`config.mk`:
```
export PLATFORM = sky130hd
export DESIGN_NAME = rc_serial_frame_channel_decoder
export DESIGN_NICKNAME = d
export VERILOG_FILES = /design/src/hdl/rcfd_pkg.sv /design/src/hdl/rcfd_front.sv /design/src/hdl/rcfd_queue.sv /design/src/hdl/rcfd_back.sv /design/src/hdl/rc_serial_frame_channel_decoder.sv
export SDC_FILE = /design/constraint.sdc
export NUM_CORES = 2
export LEC_CHECK = 0
export BUFFER_PORTS_ARGS = -buffer_cell sky130_fd_sc_hd__buf_2
export CAP_MARGIN = 20
export CORE_ASPECT_RATIO = 0.6
export CORE_MARGIN = 8
export CORE_UTILIZATION = 55
export CTS_CLUSTER_SIZE = 16
export DETAILED_ROUTE_END_ITERATION = 6
export PLACE_DENSITY = 0.71
export SYNTH_ARGS = -nofsm -noshare
export SYNTH_HDL_FRONTEND = slang
export SYNTH_SLANG_ARGS = --single-unit
```
`constraint.sdc`:
```
create_clock -name i_clk -period 17.7 [get_ports i_clk]
set_input_delay 2.655 -clock i_clk [delete_from_list [all_inputs] [get_ports i_clk]]
set_output_delay 2.655 -clock i_clk [all_outputs]
set_load 0.05 [all_outputs]
```
`src/hdl/rcfd_pkg.sv`:
```
`default_nettype none
package rcfd_pkg;

    // frame layout
    localparam int LEN_BYTE           = 1;
    localparam int TYPE_BYTE          = 2;
    localparam int PAYLOAD_FIRST_BYTE = 3;

    // packed channels
    localparam int NUM_CH       = 16;
    localparam int CH_BITS      = 11;
    localparam int CH_IDX_BITS  = $clog2(NUM_CH);
    localparam int ISSUE_BITS   = $clog2(NUM_CH + 1);
    localparam int US_BITS      = 12;
    localparam int PAYLOAD_BITS = NUM_CH * CH_BITS;
    localparam int PAYLOAD_BYTES = PAYLOAD_BITS / 8;
    localparam int PIDX_BITS    = $clog2(PAYLOAD_BYTES);

    localparam logic [CH_IDX_BITS-1:0] CH_THROTTLE   = CH_IDX_BITS'(2);
    localparam logic [CH_IDX_BITS-1:0] CH_ARM_SWITCH = CH_IDX_BITS'(4);
    localparam logic [CH_IDX_BITS-1:0] CH_CAL_SWITCH = CH_IDX_BITS'(8);
    localparam logic [CH_IDX_BITS-1:0] LAST_CH       = CH_IDX_BITS'(NUM_CH - 1);

    // microseconds = floor((1024*v + 1443204) / 1639), reciprocal is exact over the range
    localparam int NUM_BITS    = 22;
    localparam int PROD_BITS   = 2 * NUM_BITS;
    localparam int RECIP_SHIFT = 32;
    localparam logic [NUM_BITS-1:0] MICROS_OFFSET = 22'd1443204;
    localparam logic [NUM_BITS-1:0] RECIP_MULT    = 22'd2620481;

    // register map
    localparam int CFG_IDX_BITS  = 3;
    localparam int CFG_DATA_BITS = 12;
    typedef logic [CFG_IDX_BITS-1:0] t_cfg_idx;
    localparam t_cfg_idx CFG_SYNC_FIRST    = 3'd0;
    localparam t_cfg_idx CFG_SYNC_SECOND   = 3'd1;
    localparam t_cfg_idx CFG_FRAME_TYPE    = 3'd2;
    localparam t_cfg_idx CFG_MIN_BYTES     = 3'd3;
    localparam t_cfg_idx CFG_THROTTLE_LOW  = 3'd4;
    localparam t_cfg_idx CFG_SWITCH_HIGH   = 3'd5;
    localparam t_cfg_idx CFG_SWITCH_LOW    = 3'd6;

    localparam logic [7:0]  RST_SYNC_FIRST   = 8'd200;
    localparam logic [7:0]  RST_SYNC_SECOND  = 8'd238;
    localparam logic [7:0]  RST_FRAME_TYPE   = 8'd22;
    localparam logic [7:0]  RST_MIN_BYTES    = 8'd24;
    localparam logic [11:0] RST_THROTTLE_LOW = 12'd1050;
    localparam logic [11:0] RST_SWITCH_HIGH  = 12'd2000;
    localparam logic [11:0] RST_SWITCH_LOW   = 12'd1500;

    typedef struct packed {
        logic [7:0]  sync_first;
        logic [7:0]  sync_second;
        logic [7:0]  frame_type;
        logic [7:0]  min_bytes;
        logic [11:0] throttle_low;
        logic [11:0] switch_high;
        logic [11:0] switch_low;
    } t_cfg;

    typedef enum logic [1:0] {
        CMD_IDLE,
        CMD_FRAME,
        CMD_DECODE
    } t_cmd_kind;

    typedef struct packed {
        t_cmd_kind                 kind;
        logic                      imu;
        logic [PAYLOAD_BITS-1:0]   payload;
    } t_cmd;

    localparam int QUEUE_DEPTH = 2;
    localparam int QPTR_BITS   = $clog2(QUEUE_DEPTH);
    localparam int QCNT_BITS   = $clog2(QUEUE_DEPTH + 1);

endpackage
`default_nettype wire

```
`src/hdl/rcfd_front.sv`:
```
`default_nettype none
module rcfd_front #(
    parameter int FRAME_BUFFER_BYTES = 64
) (
    input  logic               i_clk,
    input  logic               i_rst_n,
    input  rcfd_pkg::t_cfg     i_cfg,
    input  logic               i_valid,
    input  logic [7:0]         i_rx_byte,
    input  logic               i_sensor_ready,
    input  logic               i_q_full,
    output logic               o_push,
    output rcfd_pkg::t_cmd     o_cmd
);
    import rcfd_pkg::*;

    localparam int CNT_BITS = $clog2(FRAME_BUFFER_BYTES + 1);

    logic                 r_in_frame;
    logic [CNT_BITS-1:0]  r_count;
    logic [7:0]           r_len;
    logic [7:0]           r_type;
    logic [7:0]           r_data [PAYLOAD_BYTES];
    logic [7:0]           n_data [PAYLOAD_BYTES];

    logic                 accept;
    logic [CNT_BITS-1:0]  count_inc;
    logic [7:0]           len_eff;
    logic [7:0]           type_eff;
    logic                 wr_hit;
    logic [PIDX_BITS-1:0] wr_idx;
    logic                 complete;
    logic                 long_enough;
    logic                 decode;
    logic                 buf_full;
    logic                 is_sync;

    assign accept    = i_valid && !i_q_full;
    assign count_inc = r_count + CNT_BITS'(1);
    assign len_eff   = (r_count == CNT_BITS'(LEN_BYTE))  ? i_rx_byte : r_len;
    assign type_eff  = (r_count == CNT_BITS'(TYPE_BYTE)) ? i_rx_byte : r_type;
    assign wr_hit    = (r_count >= CNT_BITS'(PAYLOAD_FIRST_BYTE)) &&
                       (r_count <  CNT_BITS'(PAYLOAD_FIRST_BYTE + PAYLOAD_BYTES));
    assign wr_idx    = PIDX_BITS'(r_count - CNT_BITS'(PAYLOAD_FIRST_BYTE));
    assign complete  = (9'(count_inc) == ({1'b0, len_eff} + 9'd2));
    assign long_enough = (9'(count_inc) >= {1'b0, i_cfg.min_bytes});
    assign decode    = complete && long_enough && (type_eff == i_cfg.frame_type);
    assign buf_full  = (count_inc >= CNT_BITS'(FRAME_BUFFER_BYTES));
    assign is_sync   = (i_rx_byte == i_cfg.sync_first) || (i_rx_byte == i_cfg.sync_second);

    // payload snapshot includes the byte being taken now
    always_comb begin
        n_data = r_data;
        if (r_in_frame && wr_hit) begin
            n_data[wr_idx] = i_rx_byte;
        end
        for (int k = 0; k < PAYLOAD_BYTES; k++) begin
            o_cmd.payload[k*8 +: 8] = n_data[k];
        end
        o_cmd.imu = i_sensor_ready;
        if (!r_in_frame) begin
            o_cmd.kind = CMD_IDLE;
        end else if (decode) begin
            o_cmd.kind = CMD_DECODE;
        end else begin
            o_cmd.kind = CMD_FRAME;
        end
    end

    assign o_push = accept;

    always_ff @(posedge i_clk) begin
        if (!i_rst_n) begin
            r_in_frame <= 1'b0;
            r_count    <= '0;
            r_len      <= '0;
            r_type     <= '0;
            for (int k = 0; k < PAYLOAD_BYTES; k++) begin
                r_data[k] <= '0;
            end
        end else if (accept) begin
            if (!r_in_frame) begin
                if (is_sync) begin
                    r_in_frame <= 1'b1;
                    r_count    <= CNT_BITS'(1);
                end
            end else begin
                r_data <= n_data;
                if (r_count == CNT_BITS'(LEN_BYTE)) begin
                    r_len <= i_rx_byte;
                end
                if (r_count == CNT_BITS'(TYPE_BYTE)) begin
                    r_type <= i_rx_byte;
                end
                if (complete || buf_full) begin
                    r_in_frame <= 1'b0;
                    r_count    <= '0;
                end else begin
                    r_count <= count_inc;
                end
            end
        end
    end

endmodule
`default_nettype wire

```
`src/hdl/rcfd_queue.sv`:
```
`default_nettype none
module rcfd_queue (
    input  logic            i_clk,
    input  logic            i_rst_n,
    input  logic            i_push,
    input  rcfd_pkg::t_cmd  i_cmd,
    input  logic            i_pop,
    output rcfd_pkg::t_cmd  o_cmd,
    output logic            o_full,
    output logic            o_empty
);
    import rcfd_pkg::*;

    t_cmd                 r_mem [QUEUE_DEPTH];
    logic [QPTR_BITS-1:0] r_wr_ptr;
    logic [QPTR_BITS-1:0] r_rd_ptr;
    logic [QCNT_BITS-1:0] r_fill;

    logic do_push;
    logic do_pop;

    assign o_full  = (r_fill == QCNT_BITS'(QUEUE_DEPTH));
    assign o_empty = (r_fill == '0);
    assign do_push = i_push && !o_full;
    assign do_pop  = i_pop && !o_empty;
    assign o_cmd   = r_mem[r_rd_ptr];

    always_ff @(posedge i_clk) begin
        if (do_push) begin
            r_mem[r_wr_ptr] <= i_cmd;
        end
    end

    always_ff @(posedge i_clk) begin
        if (!i_rst_n) begin
            r_wr_ptr <= '0;
            r_rd_ptr <= '0;
            r_fill   <= '0;
        end else begin
            if (do_push) begin
                r_wr_ptr <= (r_wr_ptr == QPTR_BITS'(QUEUE_DEPTH - 1)) ? '0
                                                                       : r_wr_ptr + 1'b1;
            end
            if (do_pop) begin
                r_rd_ptr <= (r_rd_ptr == QPTR_BITS'(QUEUE_DEPTH - 1)) ? '0
                                                                       : r_rd_ptr + 1'b1;
            end
            if (do_push && !do_pop) begin
                r_fill <= r_fill + 1'b1;
            end else if (do_pop && !do_push) begin
                r_fill <= r_fill - 1'b1;
            end
        end
    end

endmodule
`default_nettype wire

```
`src/hdl/rcfd_back.sv`:
```
`default_nettype none
module rcfd_back (
    input  logic                          i_clk,
    input  logic                          i_rst_n,
    input  rcfd_pkg::t_cfg                i_cfg,
    input  logic                          i_q_empty,
    input  rcfd_pkg::t_cmd                i_cmd,
    output logic                          o_pop,
    input  logic                          i_out_stall,
    output logic                          o_out_valid,
    output logic                          o_channel_valid,
    output logic [rcfd_pkg::CH_IDX_BITS-1:0] o_channel_index,
    output logic [rcfd_pkg::US_BITS-1:0]  o_channel_value,
    output logic                          o_armed_flag,
    output logic                          o_calibration_flag,
    output logic                          o_arm_event,
    output logic                          o_last
);
    import rcfd_pkg::*;

    typedef enum logic [1:0] {
        S_WAIT,
        S_CONV,
        S_FLAGS,
        S_EMIT
    } t_state;

    t_state                  r_state;
    logic                    r_decoded;
    logic                    r_imu;
    logic [PAYLOAD_BITS-1:0] r_shift;
    logic [ISSUE_BITS-1:0]   r_issue_cnt;
    logic                    r_p1_v;
    logic [CH_IDX_BITS-1:0]  r_p1_idx;
    logic [NUM_BITS-1:0]     r_num;
    logic                    r_p2_v;
    logic [CH_IDX_BITS-1:0]  r_p2_idx;
    logic [PROD_BITS-1:0]    r_prod;
    logic [US_BITS-1:0]      r_store [NUM_CH];
    logic                    r_armed;
    logic                    r_cal;
    logic                    r_event;
    logic [CH_IDX_BITS-1:0]  r_emit_idx;

    logic                    r_out_valid;
    logic                    r_out_ch_valid;
    logic [CH_IDX_BITS-1:0]  r_out_index;
    logic [US_BITS-1:0]      r_out_value;
    logic                    r_out_armed;
    logic                    r_out_cal;
    logic                    r_out_event;
    logic                    r_out_last;

    logic                    issue;
    logic                    slot_free;
    logic                    emit;
    logic                    emit_last;
    logic                    thr_low;
    logic                    arm_sw_high;
    logic                    arm_sw_low;
    logic                    cal_sw_high;
    logic                    cal_hit;
    logic                    arm_hit;

    assign o_pop      = (r_state == S_WAIT) && !i_q_empty;
    assign issue      = (r_state == S_CONV) && (r_issue_cnt < ISSUE_BITS'(NUM_CH));
    assign slot_free  = !r_out_valid || !i_out_stall;
    assign emit       = (r_state == S_EMIT) && slot_free;
    assign emit_last  = !r_decoded || (r_emit_idx == LAST_CH);

    assign thr_low     = r_store[CH_THROTTLE]   <  i_cfg.throttle_low;
    assign arm_sw_high = r_store[CH_ARM_SWITCH] == i_cfg.switch_high;
    assign arm_sw_low  = r_store[CH_ARM_SWITCH] <  i_cfg.switch_low;
    assign cal_sw_high = r_store[CH_CAL_SWITCH] == i_cfg.switch_high;
    assign cal_hit     = cal_sw_high && thr_low && !r_imu && arm_sw_low;
    assign arm_hit     = thr_low && arm_sw_high && r_imu && !r_armed;

    always_ff @(posedge i_clk) begin
        if (!i_rst_n) begin
            r_state        <= S_WAIT;
            r_decoded      <= 1'b0;
            r_imu          <= 1'b0;
            r_shift        <= '0;
            r_issue_cnt    <= '0;
            r_p1_v         <= 1'b0;
            r_p1_idx       <= '0;
            r_num          <= '0;
            r_p2_v         <= 1'b0;
            r_p2_idx       <= '0;
            r_prod         <= '0;
            for (int k = 0; k < NUM_CH; k++) begin
                r_store[k] <= '0;
            end
            r_armed        <= 1'b1;
            r_cal          <= 1'b0;
            r_event        <= 1'b0;
            r_emit_idx     <= '0;
            r_out_valid    <= 1'b0;
            r_out_ch_valid <= 1'b0;
            r_out_index    <= '0;
            r_out_value    <= '0;
            r_out_armed    <= 1'b0;
            r_out_cal      <= 1'b0;
            r_out_event    <= 1'b0;
            r_out_last     <= 1'b0;
        end else begin
            // conversion pipe: numerator, then reciprocal product, then store
            r_p1_v <= issue;
            if (issue) begin
                r_p1_idx    <= r_issue_cnt[CH_IDX_BITS-1:0];
                r_num       <= NUM_BITS'({r_shift[CH_BITS-1:0], 10'b0}) + MICROS_OFFSET;
                r_shift     <= r_shift >> CH_BITS;
                r_issue_cnt <= r_issue_cnt + 1'b1;
            end
            r_p2_v   <= r_p1_v;
            r_p2_idx <= r_p1_idx;
            r_prod   <= PROD_BITS'(r_num) * PROD_BITS'(RECIP_MULT);
            if (r_p2_v) begin
                r_store[r_p2_idx] <= r_prod[RECIP_SHIFT +: US_BITS];
            end

            if (emit) begin
                r_out_valid <= 1'b1;
            end else if (!i_out_stall) begin
                r_out_valid <= 1'b0;
            end

            unique case (r_state)
                S_WAIT: begin
                    if (!i_q_empty) begin
                        r_decoded   <= (i_cmd.kind == CMD_DECODE);
                        r_imu       <= i_cmd.imu;
                        r_shift     <= i_cmd.payload;
                        r_issue_cnt <= '0;
                        r_event     <= 1'b0;
                        r_emit_idx  <= '0;
                        unique case (i_cmd.kind)
                            CMD_IDLE:   r_state <= S_EMIT;
                            CMD_FRAME:  r_state <= S_FLAGS;
                            CMD_DECODE: r_state <= S_CONV;
                            default:    r_state <= S_EMIT;
                        endcase
                    end
                end
                S_CONV: begin
                    if (r_p2_v && (r_p2_idx == LAST_CH)) begin
                        r_state <= S_FLAGS;
                    end
                end
                S_FLAGS: begin
                    // flags look at the channel store after any decode of this byte
                    r_cal <= r_cal || cal_hit;
                    if (arm_hit) begin
                        r_armed <= 1'b1;
                        r_event <= 1'b1;
                    end else if (arm_sw_low) begin
                        r_armed <= 1'b0;
                    end
                    r_state <= S_EMIT;
                end
                S_EMIT: begin
                    if (slot_free) begin
                        r_out_ch_valid <= r_decoded;
                        r_out_index    <= r_decoded ? r_emit_idx : '0;
                        r_out_value    <= r_decoded ? r_store[r_emit_idx] : '0;
                        r_out_armed    <= r_armed;
                        r_out_cal      <= r_cal;
                        r_out_event    <= r_event;
                        r_out_last     <= emit_last;
                        if (emit_last) begin
                            r_state <= S_WAIT;
                        end else begin
                            r_emit_idx <= r_emit_idx + 1'b1;
                        end
                    end
                end
                default: r_state <= S_WAIT;
            endcase
        end
    end

    assign o_out_valid        = r_out_valid;
    assign o_channel_valid    = r_out_ch_valid;
    assign o_channel_index    = r_out_index;
    assign o_channel_value    = r_out_value;
    assign o_armed_flag       = r_out_armed;
    assign o_calibration_flag = r_out_cal;
    assign o_arm_event        = r_out_event;
    assign o_last             = r_out_last;

endmodule
`default_nettype wire

```
`src/hdl/rc_serial_frame_channel_decoder.sv`:
```
// Packed RC channel frame decoder fed one serial byte per transfer.
// Input channel: i_in_valid / o_in_stall carry i_rx_byte with i_sensor_ready
// sampled alongside. Output channel: o_out_valid / i_out_stall carry one
// result per transfer; a byte completing a good channel frame gives sixteen
// results (channels 0..15, o_last on the final one), any other byte one
// result with o_channel_valid low and o_last high.
// Config channel: i_cfg_valid / o_cfg_ready (always ready), i_cfg_index
// picks the register, i_cfg_data the value, low bits kept.
// Flow: the front end pushes one command per accepted byte into the queue;
// the back end pops it, and for a decoding byte the sixteen channels issue
// one per cycle into the reciprocal multiplier pipe, the pipe drains, the
// flags update, then the sixteen results leave one per cycle through the
// output register while the receiver does not stall. An in-frame byte only
// updates the flags; a byte outside a frame goes straight to the output.
// Reset: configuration returns to defaults, decoder idle, buffer and
// channels zero, armed set, calibration clear.
// Receiver stall: the output register holds, the back end waits, the
// two-entry queue fills, then o_in_stall rises.
`default_nettype none
module rc_serial_frame_channel_decoder #(
    parameter int FRAME_BUFFER_BYTES = 64
) (
    input  logic                               i_clk,
    input  logic                               i_rst_n,
    input  logic                               i_cfg_valid,
    output logic                               o_cfg_ready,
    input  logic [rcfd_pkg::CFG_IDX_BITS-1:0]  i_cfg_index,
    input  logic [rcfd_pkg::CFG_DATA_BITS-1:0] i_cfg_data,
    input  logic                               i_in_valid,
    output logic                               o_in_stall,
    input  logic [7:0]                         i_rx_byte,
    input  logic                               i_sensor_ready,
    output logic                               o_out_valid,
    input  logic                               i_out_stall,
    output logic                               o_channel_valid,
    output logic [3:0]                         o_channel_index,
    output logic [11:0]                        o_channel_value,
    output logic                               o_armed_flag,
    output logic                               o_calibration_flag,
    output logic                               o_arm_event,
    output logic                               o_last
);
    import rcfd_pkg::*;

    t_cfg r_cfg;
    t_cmd front_cmd;
    t_cmd queue_cmd;
    logic front_push;
    logic q_full;
    logic q_empty;
    logic back_pop;

    assign o_cfg_ready = 1'b1;
    assign o_in_stall  = q_full;

    always_ff @(posedge i_clk) begin
        if (!i_rst_n) begin
            r_cfg.sync_first   <= RST_SYNC_FIRST;
            r_cfg.sync_second  <= RST_SYNC_SECOND;
            r_cfg.frame_type   <= RST_FRAME_TYPE;
            r_cfg.min_bytes    <= RST_MIN_BYTES;
            r_cfg.throttle_low <= RST_THROTTLE_LOW;
            r_cfg.switch_high  <= RST_SWITCH_HIGH;
            r_cfg.switch_low   <= RST_SWITCH_LOW;
        end else if (i_cfg_valid) begin
            unique case (i_cfg_index)
                CFG_SYNC_FIRST:   r_cfg.sync_first   <= i_cfg_data[7:0];
                CFG_SYNC_SECOND:  r_cfg.sync_second  <= i_cfg_data[7:0];
                CFG_FRAME_TYPE:   r_cfg.frame_type   <= i_cfg_data[7:0];
                CFG_MIN_BYTES:    r_cfg.min_bytes    <= i_cfg_data[7:0];
                CFG_THROTTLE_LOW: r_cfg.throttle_low <= i_cfg_data;
                CFG_SWITCH_HIGH:  r_cfg.switch_high  <= i_cfg_data;
                CFG_SWITCH_LOW:   r_cfg.switch_low   <= i_cfg_data;
                default: ;
            endcase
        end
    end

    rcfd_front #(
        .FRAME_BUFFER_BYTES(FRAME_BUFFER_BYTES)
    ) u_front (
        .i_clk          (i_clk),
        .i_rst_n        (i_rst_n),
        .i_cfg          (r_cfg),
        .i_valid        (i_in_valid),
        .i_rx_byte      (i_rx_byte),
        .i_sensor_ready (i_sensor_ready),
        .i_q_full       (q_full),
        .o_push         (front_push),
        .o_cmd          (front_cmd)
    );

    rcfd_queue u_queue (
        .i_clk   (i_clk),
        .i_rst_n (i_rst_n),
        .i_push  (front_push),
        .i_cmd   (front_cmd),
        .i_pop   (back_pop),
        .o_cmd   (queue_cmd),
        .o_full  (q_full),
        .o_empty (q_empty)
    );

    rcfd_back u_back (
        .i_clk              (i_clk),
        .i_rst_n            (i_rst_n),
        .i_cfg              (r_cfg),
        .i_q_empty          (q_empty),
        .i_cmd              (queue_cmd),
        .o_pop              (back_pop),
        .i_out_stall        (i_out_stall),
        .o_out_valid        (o_out_valid),
        .o_channel_valid    (o_channel_valid),
        .o_channel_index    (o_channel_index),
        .o_channel_value    (o_channel_value),
        .o_armed_flag       (o_armed_flag),
        .o_calibration_flag (o_calibration_flag),
        .o_arm_event        (o_arm_event),
        .o_last             (o_last)
    );

endmodule
`default_nettype wire

```
==> out/qor.csv <==
metric,value,unit
"area leader, netlist",edfxtp_1,
Die X-Extent,406.8,um
Slew Limit Fails,0,
CP arrival,7000,ps
clock skew,30.84,ps
Post-CTS Setup Repair Bufs,0,
"Hold Violations, Final",0,
Lkg Pwr,20.11,nW
Post-synth top flop,edfxtp_1,
layout cells sized above 1,0.1098,
mean post-synth cell area,10.95,um^2
Worst Path Required,18320,ps
die height,250.5,um
Async SR Flop Fraction,0,
pwr dens,154.3,nW/um^2
PortBufs,51,
Yosys cell types,84,
post-synthesis cell count,4603,
Rel. slew slack,0.1761,
Area Overhead vs Synth,8.391,%
Max Cap Violations,0,
mapped cell area,50400,um^2
WL per Instance,21.35,um
DRT Wirelength,124.2,mm
initial antenna violation count,1,
final worst path period need,6377,ps
outcome,"complete, no violations",
IO Pins,53,
sequential area share after synthesis,0.5366,
Area contributors post-synth,"edfxtp_1 33%, dfxtp_1 21%, nand2_1 5.9%",
placed cell area,51440,um^2
Detail Placement HPWL,77.15,mm
fmax,156.8,MHz
Post-synth EDFFs,550,
DIE AREA,101900,um^2
Synth Warn #,0,
"Worst Path Class, Setup",flip-flop to flip-flop,
Clock Path Buffers,3,
CP Capture Type,flip-flop,
CP max FO,7,
element type at the critical path start,flip-flop,
"Clk Latency, worst-skew pair",710,ps
global-route wire length before repair,192.4,mm
#FFs+latches synth,1076,
maximum number of pins on one net before global-route repair,192,
number of global-route vias before repair,32294,
Hold Path Class,flip-flop to flip-flop,
hold buffers post-CTS,0,
worst vdd ir,0.2164,mV
Detail Route Antenna Nets,0,
TritonCTS clock tree,done,
vias per std cell,5.929,
unrepaired setup endpoints after global routing,false,
setup TNS,0,ps
DR pass1 iterations,6,
design area,54630,um^2
Placer Congestion,0.8879,
H-tree depth,3,
CTS resizes,0,
Final Total Pwr,8.431,mW
Slew @ Worst Pin,1226,ps
TritonCTS buffer count,95,
clock-pin slew on the worst setup and hold paths,70,ps
FP Rows,86,
core area,91250,um^2
GRT Util Overall,0.2382,
vias,34476,
DRC,0,
initial drt markers,3456,
Final Cycle Share,0.3603,
TritonCTS Sinks,1076,
CTS root buf,clkbuf_16,
"Net Count, Synth",4905,
nets@finish,4800,
top cell type's share of synthesized area,0.3277,
grt total ovfl,0,
Final setup violation count,0,
Initial Utilization,0.5523,
## synthesized netlist by cell type (all sizes together) (12+ instances only)
| library cell | n |
|---|---|
| a211oi | 194 |
| a21o | 16 |
| a21oi | 232 |
| a22oi | 13 |
| a311oi | 166 |
| a31oi | 14 |
| and2 | 208 |
| and3 | 12 |
| buf | 24 |
| clkbuf | 281 |
| dfxtp | 526 |
| edfxtp | 550 |
| fa | 82 |
| ha | 191 |
| inv | 206 |
| mux2 | 171 |
| mux2i | 98 |
| mux4 | 48 |
| nand2 | 789 |
| nand2b | 24 |
| nand3 | 65 |
| nand4 | 18 |
| nor2 | 205 |
| nor2b | 188 |
| nor3 | 37 |
| nor4 | 13 |
| o211ai | 17 |
| o21ai | 68 |
| xnor2 | 37 |
| xor2 | 43 |
## critical path, cell delays in order (launching register included)
cell	delay, ps
dfxtp_1	510
inv_1	140
fa_1	600
inv_1	80
ha_1	270
inv_1	50
fa_1	460
fa_1	490
inv_1	50
fa_1	500
fa_1	490
ha_1	310
ha_1	300
and3_1	160
a221oi_1	360
a21oi_1	260
o21ai_0	580
o221ai_1	270
a21oi_1	230
mux2i_1	200
## power by group
| part | leakage [nW] | internal, mW | total (mW) | switching (mW) |
|---|---|---|---|---|
| combinational | 8.84 | 1.18 | 3.00 | 1.82 |
| sequential | 9.73 | 3.02 | 3.32 | 0.303 |
| clock | 1.54 | 1.15 | 2.11 | 0.950 |
## registers in the layout (all words and copies together) (netlist names), 2 cells and up, named ones only
| signal | flops |
|---|---|
| u_queue.r_mem | 358 |
| u_back.r_store | 192 |
| u_back.r_shift | 176 |
| u_front.r_data | 176 |
| r_cfg | 68 |
| u_back.r_num | 13 |
| u_back.o_channel_value | 12 |
| u_back.r_prod | 12 |
| u_front.r_len | 8 |
| u_front.r_type | 8 |
| u_front.r_count | 7 |
| u_back.r_issue_cnt | 5 |
| u_back.o_channel_index | 4 |
| u_back.r_emit_idx | 4 |
| u_back.r_p1_idx | 4 |
| u_back.r_p2_idx | 4 |
| u_back.r_state | 2 |
| u_queue.r_fill | 2 |
## path summary, 6_finish.rpt
check,start,endpoint,slack [ps],cells past startpoint
min reg2reg,u_back.r_p1_v$_SDFF_PN0_,u_back.r_p2_v$_SDFF_PN0_,440,1
min,u_back.r_p1_v$_SDFF_PN0_,u_back.r_p2_v$_SDFF_PN0_,440,1
max,u_back.r_num[13]$_SDFFE_PN0P_,u_back.r_prod[37]$_SDFF_PN0_,11320,19
max reg2reg,u_back.r_num[13]$_SDFFE_PN0P_,u_back.r_prod[37]$_SDFF_PN0_,11320,19
## logic make-up (layout without fill, tap and decap cells)
kind of cell / Yosys count / after routing / synth area share
other: 1 / 3 / 0.00007441
buffers and inverters: 512 / 490 / 0.03895
muxes: 317 / 317 / 0.07912
AOI/OAI and AO/OA: 760 / 760 / 0.1036
xor gates and xnor gates: 81 / 81 / 0.01435
adders and majority gates: 273 / 273 / 0.07999
DFF: 1076 / 1076 / 0.5366
and+or+nand+nor: 1583 / 1583 / 0.1473
## final cells by class
| type | count | area (um^2) |
|---|---|---|
| fillers | 7440 | 36620 |
| clock inverters | 31 | 360.3 |
| clock buffers | 149 | 2793 |
| inverters | 207 | 792.0 |
| flip-flops and latches | 1076 | 27060 |
| diodes | 2 | 5.005 |
| repair buffers | 103 | 658.1 |
| multi-input cells | 3015 | 21420 |
| well taps | 1232 | 1541 |
## layout by cell type (no fill, tap or decap), drive strengths merged, types with 3 or more instances in the layout
cell type,instances
a211oi,194
a21o,16
a21oi,232
a221oi,3
a22o,3
a22oi,13
a311oi,166
a31oi,14
and2,208
and3,12
buf,100
bufinv,4
clkbuf,152
clkinv,23
dfxtp,526
edfxtp,550
fa,82
ha,191
inv,210
mux2,171
mux2i,98
mux4,48
nand2,789
nand2b,24
nand3,65
nand4,18
nor2,205
nor2b,188
nor3,37
nor3b,4
nor4,13
o211ai,17
o21a,3
o21ai,68
o22ai,3
or3,11
xnor2,37
xor2,43
## metal layers
layer | wire length (um) | GRT usage | vias to the layer above
met5 | 0 | 0 | -
met3 | 11250 | 0.05037 | 120
met1 | 60200 | 0.3795 | 17049
li1 | - | - | 16077
met4 | 1808 | 0.04653 | 0
met2 | 50920 | 0.3315 | 1230
## stage by stage
| step | setup WS, ps | instances | util | hold WS, ps |
|---|---|---|---|---|
| 2_1_floorplan | 6784 | 4603 | - | 411.9 |
| 3_3_place_gp | 11520 | 5629 | 0.5637 | 423.3 |
| 3_5_place_dp | 11290 | 5629 | 0.5637 | 430.9 |
| 4_1_cts | 11290 | 5809 | 0.5983 | 438.2 |
| 5_1_grt | 10890 | 5813 | 0.5986 | 460.3 |
| 6_report | 11320 | 5815 | 0.5987 | 435.4 |
Note: power is estimated with default switching activity, not from simulation.
